==> config.mk <==
export PLATFORM = sky130hd
export DESIGN_NAME = tbma_ctrl
export DESIGN_NICKNAME = d
export VERILOG_FILES = /design/src/rtl/tbma_pkg.sv /design/src/rtl/tbma_ctrl.sv
export VERILOG_INCLUDE_DIRS = /design/src /design/src/rtl
export SDC_FILE = /design/constraint.sdc
export NUM_CORES = 1
export LEC_CHECK = 0
export ABC_AREA = 1
export BUFFER_PORTS_ARGS = -buffer_cell sky130_fd_sc_hd__buf_2
export CAP_MARGIN = 20
export CORE_MARGIN = 2
export CORE_UTILIZATION = 52
export DETAILED_ROUTE_END_ITERATION = 16
export PLACE_DENSITY = 0.84
export RECOVER_POWER = 50
export SLEW_MARGIN = 0
export SYNTH_ARGS = -nofsm -noshare
export SYNTH_HDL_FRONTEND = slang
export SYNTH_SLANG_ARGS = --single-unit
export TNS_END_PERCENT = 20
==> constraint.sdc <==
create_clock -name clk -period 1.92 [get_ports clk]
set_input_delay 0.576 -clock clk [delete_from_list [all_inputs] [get_ports clk]]
set_output_delay 0.576 -clock clk [all_outputs]
set_load 0.02 [all_outputs]
==> src/rtl/typed_byte_memory_access_macros.svh <==
// Assertion macros shared by the typed byte memory access modules.
`ifndef TYPED_BYTE_MEMORY_ACCESS_MACROS_SVH
`define TYPED_BYTE_MEMORY_ACCESS_MACROS_SVH
`ifndef SYNTH
// Same-cycle implication or plain condition, checked outside reset.
`define TBMA_ASSERT(label, clk, rst, prop, msg) \
  label: assert property (@(posedge clk) disable iff (rst) prop) else $error(msg);
// Condition in one cycle requires a consequence in the next cycle.
`define TBMA_ASSERT_NEXT(label, clk, rst, ante, cons, msg) \
  label: assert property (@(posedge clk) disable iff (rst) (ante) |=> (cons)) else $error(msg);
`else
`define TBMA_ASSERT(label, clk, rst, prop, msg)
`define TBMA_ASSERT_NEXT(label, clk, rst, ante, cons, msg)
`endif
`endif

==> src/rtl/tbma_pkg.sv <==
// Shared constants, codes and controller/datapath interface types.
`default_nettype none
package tbma_pkg;

  localparam int MEM_BYTES_DEF = 1024;
  localparam int STR_MAX_DEF   = 63;

  localparam int LIMIT_W = 11;
  localparam int ADDR_W  = 16;
  localparam int DATA_W  = 32;
  localparam int SPAN_W  = 17;
  localparam int IDX_W   = 6;

  localparam logic [LIMIT_W-1:0] LIMIT_RESET = 11'd1024;

  localparam logic KIND_STORE = 1'b0;
  localparam logic KIND_LOAD  = 1'b1;

  localparam logic [1:0] WC_BYTE   = 2'd0;
  localparam logic [1:0] WC_HALF   = 2'd1;
  localparam logic [1:0] WC_WORD   = 2'd2;
  localparam logic [1:0] WC_STRING = 2'd3;

  typedef enum logic [1:0] {
    RES_VIOL,
    RES_WORD,
    RES_CHAR,
    RES_TERM
  } res_sel_t;

  typedef struct packed {
    logic     clear_step;
    logic     capture;
    logic     write_byte;
    logic     str_violate;
    logic     step;
    logic     read;
    logic     accumulate;
    logic     emit;
    res_sel_t res_sel;
  } tbma_cmd_t;

  typedef struct packed {
    logic is_load;
    logic is_string;
    logic cur_beyond;
    logic span_beyond;
    logic ptr_beyond;
    logic str_stopped;
    logic i_last;
    logic str_end;
    logic byte_zero;
    logic clear_done;
  } tbma_status_t;

endpackage
`default_nettype wire

==> src/rtl/tbma_ctrl.sv <==
// Controller: sequences the reset clear, stores, loads and string walks.
`default_nettype none
`include "typed_byte_memory_access_macros.svh"
module tbma_ctrl (
  input  logic                   clk,
  input  logic                   rst,
  input  logic                   start,
  output logic                   busy,
  input  tbma_pkg::tbma_status_t status,
  output tbma_pkg::tbma_cmd_t    cmd
);
  import tbma_pkg::*;

  typedef enum logic [9:0] {
    S_CLEAR  = 10'b0000000001,
    S_IDLE   = 10'b0000000010,
    S_DECODE = 10'b0000000100,
    S_STORE  = 10'b0000001000,
    S_SSTORE = 10'b0000010000,
    S_LREAD  = 10'b0000100000,
    S_LACC   = 10'b0001000000,
    S_SREAD  = 10'b0010000000,
    S_SCHAR  = 10'b0100000000,
    S_STERM  = 10'b1000000000
  } state_t;

  state_t state;
  state_t state_next;

  assign busy = (state != S_IDLE);

  always_comb begin
    cmd        = '0;
    cmd.res_sel = RES_VIOL;
    state_next = state;
    case (state)
      S_CLEAR: begin
        cmd.clear_step = 1'b1;
        if (status.clear_done) begin
          state_next = S_IDLE;
        end
      end
      S_IDLE: begin
        if (start) begin
          cmd.capture = 1'b1;
          state_next  = S_DECODE;
        end
      end
      S_DECODE: begin
        if (!status.is_load) begin
          state_next = status.is_string ? S_SSTORE : S_STORE;
        end else if (status.cur_beyond || (!status.is_string && status.span_beyond)) begin
          cmd.emit    = 1'b1;
          cmd.res_sel = RES_VIOL;
          state_next  = S_IDLE;
        end else begin
          state_next = status.is_string ? S_SREAD : S_LREAD;
        end
      end
      S_STORE: begin
        // Bytes below the limit stay written when a later byte violates.
        if (status.cur_beyond) begin
          cmd.emit    = 1'b1;
          cmd.res_sel = RES_VIOL;
          state_next  = S_IDLE;
        end else begin
          cmd.write_byte = 1'b1;
          if (status.i_last) begin
            state_next = S_IDLE;
          end else begin
            cmd.step = 1'b1;
          end
        end
      end
      S_SSTORE: begin
        state_next = S_IDLE;
        if (!status.str_stopped) begin
          if (status.ptr_beyond) begin
            cmd.emit        = 1'b1;
            cmd.res_sel     = RES_VIOL;
            cmd.str_violate = 1'b1;
          end else begin
            cmd.write_byte = 1'b1;
          end
        end
      end
      S_LREAD: begin
        cmd.read   = 1'b1;
        state_next = S_LACC;
      end
      S_LACC: begin
        cmd.accumulate = 1'b1;
        if (status.i_last) begin
          cmd.emit    = 1'b1;
          cmd.res_sel = RES_WORD;
          state_next  = S_IDLE;
        end else begin
          cmd.step   = 1'b1;
          state_next = S_LREAD;
        end
      end
      S_SREAD: begin
        cmd.read   = 1'b1;
        state_next = S_SCHAR;
      end
      S_SCHAR: begin
        cmd.emit = 1'b1;
        if (status.byte_zero) begin
          cmd.res_sel = RES_TERM;
          state_next  = S_IDLE;
        end else begin
          cmd.res_sel = RES_CHAR;
          cmd.step    = 1'b1;
          state_next  = status.str_end ? S_STERM : S_SREAD;
        end
      end
      S_STERM: begin
        cmd.emit    = 1'b1;
        cmd.res_sel = RES_TERM;
        state_next  = S_IDLE;
      end
      default: begin
        state_next = S_IDLE;
      end
    endcase
  end

  always_ff @(posedge clk) begin
    if (rst) begin
      state <= S_CLEAR;
    end else begin
      state <= state_next;
    end
  end

  `TBMA_ASSERT(a_emit_active, clk, rst, cmd.emit |-> (state != S_IDLE && state != S_CLEAR), "result emitted outside a transaction")
  `TBMA_ASSERT_NEXT(a_read_used, clk, rst, cmd.read, (state == S_LACC || state == S_SCHAR), "read data not consumed in the following cycle")
  `TBMA_ASSERT(a_port_clash, clk, rst, !(cmd.write_byte && (cmd.read || cmd.clear_step)), "memory write collides with a read or the clear pass")

endmodule
`default_nettype wire
=== After elaboration in Yosys (flattened, before gate mapping) ===
Cells that the tools add are included.

* Input port bits: 13
* Register bits after elaboration: 10
* Output and inout port bits: 11
* Logic and storage cells: 55

* Reductions and logical operators: 5
* Multiplexer cells: 35
* Equal/unequal tests: 14

{| class="wikitable"
|+ Operators with widths
! kind !! count
|-
| $pmux 10 s8 || 1
|-
| $mux 10 || 7
|-
| $mux 3 || 6
|-
| $pmux 3 s6 || 1
|-
| $mux 8 || 2
|-
| $mux 1 || 13
|-
| $eq 10x1->1 const B || 1
|-
| $eq 10x10->1 const B || 1
|-
| $eq 10x2->1 const B || 1
|-
| $eq 10x3->1 const B || 1
|-
| $eq 10x4->1 const B || 1
|-
| $eq 10x5->1 const B || 1
|-
| $eq 10x6->1 const B || 1
|-
| $eq 10x7->1 const B || 1
|-
| $eq 10x8->1 const B || 1
|-
| $eq 10x9->1 const B || 1
|-
| $ne 10x2->1 const B || 1
|-
| $mux 6 || 1
|-
| $mux 5 || 1
|-
| $ne 2x2->1 const B || 2
|-
| $ne 3x3->1 const B || 1
|-
| $pmux 1 s3 || 1
|-
| $reduce_and 3->1 || 1
|-
| $mux 2 || 1
|-
| 5 further kinds || 5
|}

=== Logic depth before layout (Yosys ltp) ===
Gate-level depths: netlist (run 1).

* Depth after elaboration: 6
* Mapped depth: 10
* Gate-level depth less buffers: 10

=== Worst setup path before layout (run 1) ===
OpenSTA, ideal clock, no wires.

* Kind: register to output
* Start point: register state[2]
* End point: output port cmd[2] in the netlist's numbering
* Arrival: 1432 ps
* Buffers on the path: 0
* Path slack: -88 ps
* Data required time: 1344 ps
* Stages on the path, launching flop included: 7
* Path through: dfxtp_1 > nor2_2 > nand2_1 > nor3_1 > nand2_1 > nor2_1 > nand3b_1

{| class="wikitable"
|+ RTL lines
! what !! line !! source
|-
| start, declared || tbma_ctrl.sv:27 || <nowiki>state_t state;</nowiki>
|-
| start signal, assigned || tbma_ctrl.sv:132 || <nowiki>state <= state_next;</nowiki>
|-
| end, declared || tbma_ctrl.sv:10 || <nowiki>output tbma_pkg::tbma_cmd_t cmd</nowiki>
|}

==> results of run 1 <==
==> cells by family after synthesis <==
group | after synthesis | synth area share (%)
buffers and inverters | 34 | 13.6
and+or+nand+nor | 99 | 61.6
DFF | 10 | 21.3
AOI/OAI and AO/OA | 6 | 3.47
==> power by group through the flow <==
stage	Combinational, uW	Clock, uW	Sequential, uW
after floorplan	128	0	228
after global placement	196	0	227
after detailed placement	201	0	227
after CTS	216	147	226
after global routing	269	161	227
final	251	155	226
==> through the flow <==
| stage | utilization [%] | instance area [um^2] | TNS [ns] | instances | worst slack, ns |
|---|---|---|---|---|---|
| floorplan | - | 941 | -0.00798 | 149 | -0.00798 |
| global placement | 69.4 | 1180 | 0 | 210 | 0.0284 |
| detailed placement | 69.4 | 1180 | 0 | 210 | 0.00337 |
| CTS | 76.0 | 1300 | -1.13 | 216 | -0.198 |
| global route | 82.0 | 1400 | -2.55 | 222 | -0.346 |
| finish | 82.0 | 1400 | -2.03 | 222 | -0.317 |
==> cells in the mapped netlist <==
library cell	number
sky130_fd_sc_hd__nand2_1	28
sky130_fd_sc_hd__nor2_2	7
sky130_fd_sc_hd__nor2_1	20
sky130_fd_sc_hd__a21oi_1	3
sky130_fd_sc_hd__dfxtp_1	10
sky130_fd_sc_hd__nand3_4	1
sky130_fd_sc_hd__o211ai_1	1
sky130_fd_sc_hd__nand4_1	5
sky130_fd_sc_hd__or2_2	1
sky130_fd_sc_hd__nand3b_1	1
sky130_fd_sc_hd__nor4_1	3
sky130_fd_sc_hd__nand2_4	5
sky130_fd_sc_hd__nor2_8	1
sky130_fd_sc_hd__nand2_2	4
sky130_fd_sc_hd__nor3_1	2
sky130_fd_sc_hd__nand3_1	13
sky130_fd_sc_hd__nor2_4	5
sky130_fd_sc_hd__nand3b_4	1
sky130_fd_sc_hd__nand3_2	1
sky130_fd_sc_hd__nor3_2	1
sky130_fd_sc_hd__inv_1	34
sky130_fd_sc_hd__o21ai_0	2
==> area by class of cell <==
type	count	area, um^2	area share [%]
Multi-Input combinational cell	105	683	48.8
Timing Repair Buffer	45	323	23.1
Inverter	34	128	9.12
Tap cell	25	31.3	2.23
Sequential cell	10	213	15.2
Clock buffer	3	22.5	1.61
==> what timing repair did <==
item,in CTS,in global routing
pin swaps,8,12
hold buffers,0,0
setup buffers,3,6
setup endpoints to repair,11,11
gates resized for setup,24,14
==> worst max-delay path by stage <==
stage	startpoint	to	cells after the start
detailed placement	state[0]$_SDFFE_PP1P_	cmd[5]	9
floorplan	state[2]$_SDFFE_PP0P_	cmd[7]	5
CTS	state[5]$_SDFFE_PP0P_	cmd[5]	8
finish	state[4]$_SDFFE_PP0P_	cmd[8]	8
global route	state[1]$_SDFFE_PP0P_	cmd[4]	5
global placement	status[7]	cmd[2]	6
==> routing by layer <==
layer	vias up	part of all wire, %
met1	536	37
met4	0	5.6
li1	558	-
met2	90	48
met3	20	9.3
met5	-	0
==> cell usage in the layout, fill, tap and decap left out, types with 2 or more instances in the layout <==
cell type and count:
sky130_fd_sc_hd__buf_4 24, sky130_fd_sc_hd__nand3_1 13, sky130_fd_sc_hd__nand4_1 5, sky130_fd_sc_hd__nand2_2 7, sky130_fd_sc_hd__nor2_2 4, sky130_fd_sc_hd__nor2_4 10
sky130_fd_sc_hd__nand2_1 25, sky130_fd_sc_hd__buf_6 6, sky130_fd_sc_hd__nand2_4 4, sky130_fd_sc_hd__clkbuf_4 3, sky130_fd_sc_hd__nor3_2 2, sky130_fd_sc_hd__buf_2 15
sky130_fd_sc_hd__dfxtp_2 7, sky130_fd_sc_hd__o21ai_0 2, sky130_fd_sc_hd__inv_1 33, sky130_fd_sc_hd__a21oi_1 3, sky130_fd_sc_hd__nor2_1 18, sky130_fd_sc_hd__dfxtp_1 2
==> critical path, stage by stage (launching register included) <==
cell                      delay, ns
sky130_fd_sc_hd__dfxtp_4       0.36
sky130_fd_sc_hd__nor2_4        0.16
sky130_fd_sc_hd__buf_6         0.12
sky130_fd_sc_hd__nand2_4       0.05
sky130_fd_sc_hd__buf_4         0.16
sky130_fd_sc_hd__nor2_8        0.12
sky130_fd_sc_hd__nand2_2       0.09
sky130_fd_sc_hd__nor2_1        0.16
sky130_fd_sc_hd__buf_4         0.17
==> metrics.log, run 1 <==
INFO  metric rsz0062_at_grt = yes
INFO  metric final.hold.worst_slack = 0.549 ns
INFO  metric wire_length_of_the_first_global_routing_pass = 4310 um
INFO  metric clock_sink_count = 10
INFO  metric report.final.slew_viol_count = 0
INFO  metric grtUsageMet2 = 50.8%
INFO  metric cts-buffers-inserted = 3
INFO  metric yosysSeqAreaShare = 21.3%
INFO  metric grt_overflow_total = 0
INFO  metric worst_r2r_endpoint = state[3]$_SDFFE_PP0P_
INFO  metric clkTransAtPathRegs = 0.07 ns
INFO  metric die_width = 46.5 um
INFO  metric min_from = status[2]
INFO  metric grt_pass1_vias = 1016
INFO  metric status = finished with violations
INFO  metric yosysUniqueCellTypes = 22
INFO  metric syn_to_final_growth = 49.2%
INFO  metric cts_tree = built
INFO  metric clk_root_buffer_cell = sky130_fd_sc_hd__clkbuf_4
INFO  metric reg2regPathDepth = 11
INFO  metric critical_path_class = reg2out
INFO  metric gr-usage-all-layers = 28.3%
INFO  metric fillers = 98
INFO  metric io_pins = 24
INFO  metric place_congestion = 0.937
INFO  metric ant_nets = 0
INFO  metric fin_ws = -0.317 ns
INFO  metric timing_worst_slew_pin_value = 0.435 ns
INFO  metric post-synth-top-area-cell = sky130_fd_sc_hd__dfxtp_1
INFO  metric synth_top_area_share = 21.3%
INFO  metric antenna_cells_inserted = 0
INFO  metric totalPowerFinal = 632 uW
INFO  metric place_hpwl = 2030 um
INFO  metric global_route.usage.met3 = 1.18%
INFO  metric design.core.area = 1710 um^2
INFO  metric power.density = 451 nW/um^2
INFO  metric cp_max_fo = 4
INFO  metric net-switching-power = 243 uW
INFO  metric io_buffer_count = 23
INFO  metric clock_tree.buffer_depth = 2
INFO  metric highest_achievable_clock_rate = 447 MHz
INFO  metric hold_viol_final = 0
INFO  metric grt_antenna_before_repair = 0
INFO  metric largest_reg_flops = 10
INFO  metric clock_tree.htree_level_count = 1
INFO  metric power.combinational.fraction = 39.7%
INFO  metric die_h = 46.5 um
INFO  metric regToRegSetupSlack = 0.16 ns
INFO  metric sequentialPowerShare = 35.7%
INFO  metric design.die.area = 2160 um^2
INFO  metric vdd_ir_max = 0.424 mV
INFO  metric postSynthNetCount = 162
INFO  metric setup_viol = 11
INFO  metric cap_viol_max_count = 0
INFO  metric sum_of_routed_wire_length_over_all_layers = 3500 um
INFO  metric critPathCaptureType = output pin
INFO  metric clkPwrFrac = 24.6%
INFO  metric nNetsFinal = 212
INFO  metric slew_headroom = 70.7%
INFO  metric final.period_utilization = 116%
INFO  metric violations = negative setup slack
INFO  metric busiest_layer = met2
INFO  metric detail_route.vias_per_cell = 5.42
INFO  metric internal-power = 389 uW
INFO  metric timing.clock.skew = 0.00542 ns
INFO  metric route.vias.total = 1204
INFO  metric synth.yosys.warnings = 0
INFO  metric whs_endpoint = state[9]$_SDFFE_PP0P_
INFO  metric cp_data_arrival_time = 1.66 ns
INFO  metric holdCritPathClass = in2reg
INFO  metric ys_ff_latch = 10
INFO  metric placementRows = 15
INFO  metric drc_violation_count_after_routing = 0
INFO  metric synth_area = 938 um^2
INFO  metric top_register = state
INFO  metric drt_pre_antenna_iters = 5
INFO  metric reg_top3 = state x10
INFO  metric category_of_the_worst_setup_path_launch_point = flip-flop
INFO  metric fin_crit = 2.24 ns
INFO  metric min_path_cells = 3
INFO  metric netlist_top_cells_area = sky130_fd_sc_hd__dfxtp_1, sky130_fd_sc_hd__inv_1, sky130_fd_sc_hd__nand2_1, sky130_fd_sc_hd__nor2_1, sky130_fd_sc_hd__nand3_1
INFO  metric sw_frac_of_total = 38.5%
INFO  metric drtIter0Drc = 99
INFO  metric grt.met1_usage = 34.6%
INFO  metric floorplan.initialDensity = 54.9%
INFO  metric reg2reg_from = state[4]$_SDFFE_PP0P_
INFO  metric timing.critical_path.required = 1.34 ns
INFO  metric synth_instances = 149
INFO  metric p_leak = 0.000785 uW
INFO  metric layout_cell_share_with_drive_strength_beyond_1 = 46.7%
INFO  metric drt-wirelength-per-cell = 15.8 um
INFO  metric clkLatencyLatePin = 0.27 ns
INFO  metric syn_avg_cell_area = 6.30 um^2
INFO  metric grt_start_max_net_pins = 7
Power figures use the tool's default switching activity.
==> run 2, diff against run 1 <==
--- a/config.mk
+++ b/config.mk
@@ -9,10 +9,12 @@
 export ABC_AREA = 1
 export BUFFER_PORTS_ARGS = -buffer_cell sky130_fd_sc_hd__buf_2
 export CAP_MARGIN = 20
+export CELL_PAD_IN_SITES_DETAIL_PLACEMENT = 1
+export CELL_PAD_IN_SITES_GLOBAL_PLACEMENT = 1
 export CORE_MARGIN = 2
-export CORE_UTILIZATION = 52
+export CORE_UTILIZATION = 35
 export DETAILED_ROUTE_END_ITERATION = 16
-export PLACE_DENSITY = 0.84
+export PLACE_DENSITY = 0.82
 export RECOVER_POWER = 50
 export SLEW_MARGIN = 0
 export SYNTH_ARGS = -nofsm -noshare
==> metrics.log, run 2 (synthesis gave the netlist of run 1 again) <==
INFO  metric highest_achievable_clock_rate = 411 MHz
INFO  metric fin_ws = -0.513 ns
INFO  metric clock_tree.htree_level_count = 1
INFO  metric regArea = 210 um^2
INFO  metric clkLatencyLatePin = 0.29 ns
INFO  metric grt_overflow_total = 0
INFO  metric timing_worst_slew_pin_value = 0.527 ns
INFO  metric totalPowerFinal = 757 uW
INFO  metric vdd_ir_max = 0.330 mV
INFO  metric report.final.slew_viol_count = 0
INFO  metric busiest_layer = met2
INFO  metric drc_violation_count_after_routing = 0
INFO  metric design.core.area = 2500 um^2
INFO  metric cp_data_arrival_time = 1.86 ns
INFO  metric category_of_the_worst_setup_path_launch_point = flip-flop
INFO  metric cts-buffers-inserted = 3
INFO  metric drtIter0Drc = 50
INFO  metric clkTransAtPathRegs = 0.09 ns
INFO  metric top_register = state
INFO  metric grt_antenna_before_repair = 0
INFO  metric final-instance-count-excl-fill = 229
INFO  metric nNetsFinal = 213
INFO  metric hold_buffers = 0
INFO  metric reg_top3 = state x10
INFO  metric post-place-cells = 214
INFO  metric final_common_cell = sky130_fd_sc_hd__inv_1
INFO  metric critical_path_class = reg2out
INFO  metric final.period_utilization = 127%
INFO  metric placementRows = 18
INFO  metric place_congestion = 0.880
INFO  metric final_area = 1480 um^2
INFO  metric critPathCaptureType = output pin
INFO  metric antenna_cells_inserted = 0
INFO  metric grt_start_max_net_pins = 7
INFO  metric placed_area = 1180 um^2
INFO  metric floorplan.initialDensity = 37.5%
INFO  metric fillers = 325
INFO  metric most-common-layout-cells = sky130_fd_sc_hd__inv_1, sky130_fd_sc_hd__buf_4, sky130_fd_sc_hd__nand2_1
INFO  metric drt-wirelength-per-cell = 22.6 um
INFO  metric p_leak = 0.000844 uW
INFO  metric timing.clock.skew = 0.00558 ns
INFO  metric fin_util = 59.3%
INFO  metric clk_root_buffer_cell = sky130_fd_sc_hd__clkbuf_4
INFO  metric grtUsageMet2 = 49.0%
INFO  metric cap_viol_max_count = 0
INFO  metric slew_headroom = 64.5%
INFO  metric sum_of_routed_wire_length_over_all_layers = 5160 um
INFO  metric status = finished with violations
INFO  metric largest_reg_flops = 10
INFO  metric clock_sink_count = 10
INFO  metric io_buffer_count = 23
INFO  metric gr-usage-all-layers = 26.9%
INFO  metric rsz0062_at_grt = yes
INFO  metric die_width = 55.8 um
INFO  metric place_hpwl = 2790 um
INFO  metric die_h = 55.8 um
INFO  metric route.vias.total = 1307
INFO  metric cts_tree = built
INFO  metric fin_crit = 2.43 ns
INFO  metric setup_viol = 11
INFO  metric drt_pre_antenna_iters = 4
INFO  metric io_pins = 24
INFO  metric power.density = 511 nW/um^2
INFO  metric timing.critical_path.required = 1.34 ns
INFO  metric holdCritPathClass = in2reg
INFO  metric grt_pass1_vias = 1323
INFO  metric syn_to_final_growth = 58.0%
INFO  metric multiInputGateArea = 736 um^2
INFO  metric violations = negative setup slack
INFO  metric cp_max_fo = 4
INFO  metric grt.met1_usage = 28.2%
INFO  metric ant_nets = 0
INFO  metric wire_length_of_the_first_global_routing_pass = 6380 um
INFO  metric clock_tree.buffer_depth = 2
INFO  metric global_route.usage.met3 = 4.42%
INFO  metric layout_cell_share_with_drive_strength_beyond_1 = 51.3%
INFO  metric design.die.area = 3110 um^2
INFO  metric detail_route.vias_per_cell = 5.71
INFO  metric hold_viol_final = 0
INFO  metric final.hold.worst_slack = 0.551 ns
run 2: per-layer routing:
| metal | wire [um] | part of all wire [%] | vias to the layer above |
|---|---|---|---|
| met4 | 209 | 4.0 | 0 |
| met1 | 2020 | 39 | 630 |
| li1 | - | - | 565 |
| met2 | 2520 | 49 | 88 |
| met3 | 414 | 8.0 | 24 |
| met5 | 0 | 0 | - |
run 2: where the power goes:
group          internal (uW)  switching, uW
registers                218           10.2
logic                    113            188
clock network            116            113
run 2: layout make-up:
cell class	count	area share [%]
clock buffers	4	2.45
well taps	30	2.53
inverters	34	8.61
multi-input cells	105	49.6
flip-flops and latches	10	14.2
repair buffers	46	22.6
run 2: path summary, 6_finish.rpt:
check,cells past startpoint,slack (ns),endpoint,start
worst max-delay path,6,-0.51,cmd[2],state[4]$_SDFFE_PP0P_
worst min-delay path,2,0.55,state[5]$_SDFFE_PP0P_,rst
worst max register to register,11,0.13,state[2]$_SDFFE_PP0P_,state[2]$_SDFFE_PP0P_
worst min register to register,3,0.60,state[6]$_SDFFE_PP0P_,state[4]$_SDFFE_PP0P_
run 2: repair_timing:
| action | in CTS | in global routing |
|---|---|---|
| gates resized for setup | 38 | 16 |
| pin swaps | 10 | 10 |
| setup buffers | 5 | 6 |
| hold endpoints to repair | 0 | 0 |
| endpoints found under the setup margin | 11 | 11 |
run 2: critical path, stage by stage, from the launching register on:
cell and delay [ns]:
sky130_fd_sc_hd__dfxtp_2 0.36, sky130_fd_sc_hd__nor2_4 0.21, sky130_fd_sc_hd__nand2_4 0.12, sky130_fd_sc_hd__nor4_1 0.48, sky130_fd_sc_hd__nor3_2 0.12, sky130_fd_sc_hd__nand3b_1 0.15
sky130_fd_sc_hd__buf_6 0.13
run 2: through the flow:
step                setup TNS [ns]  setup WS, ns
finish                       -3.02        -0.513
floorplan                 -0.00798      -0.00798
detailed placement          -0.155       -0.0858
global placement           -0.0253       -0.0253
CTS                          -1.69        -0.266
global route                 -3.46        -0.530
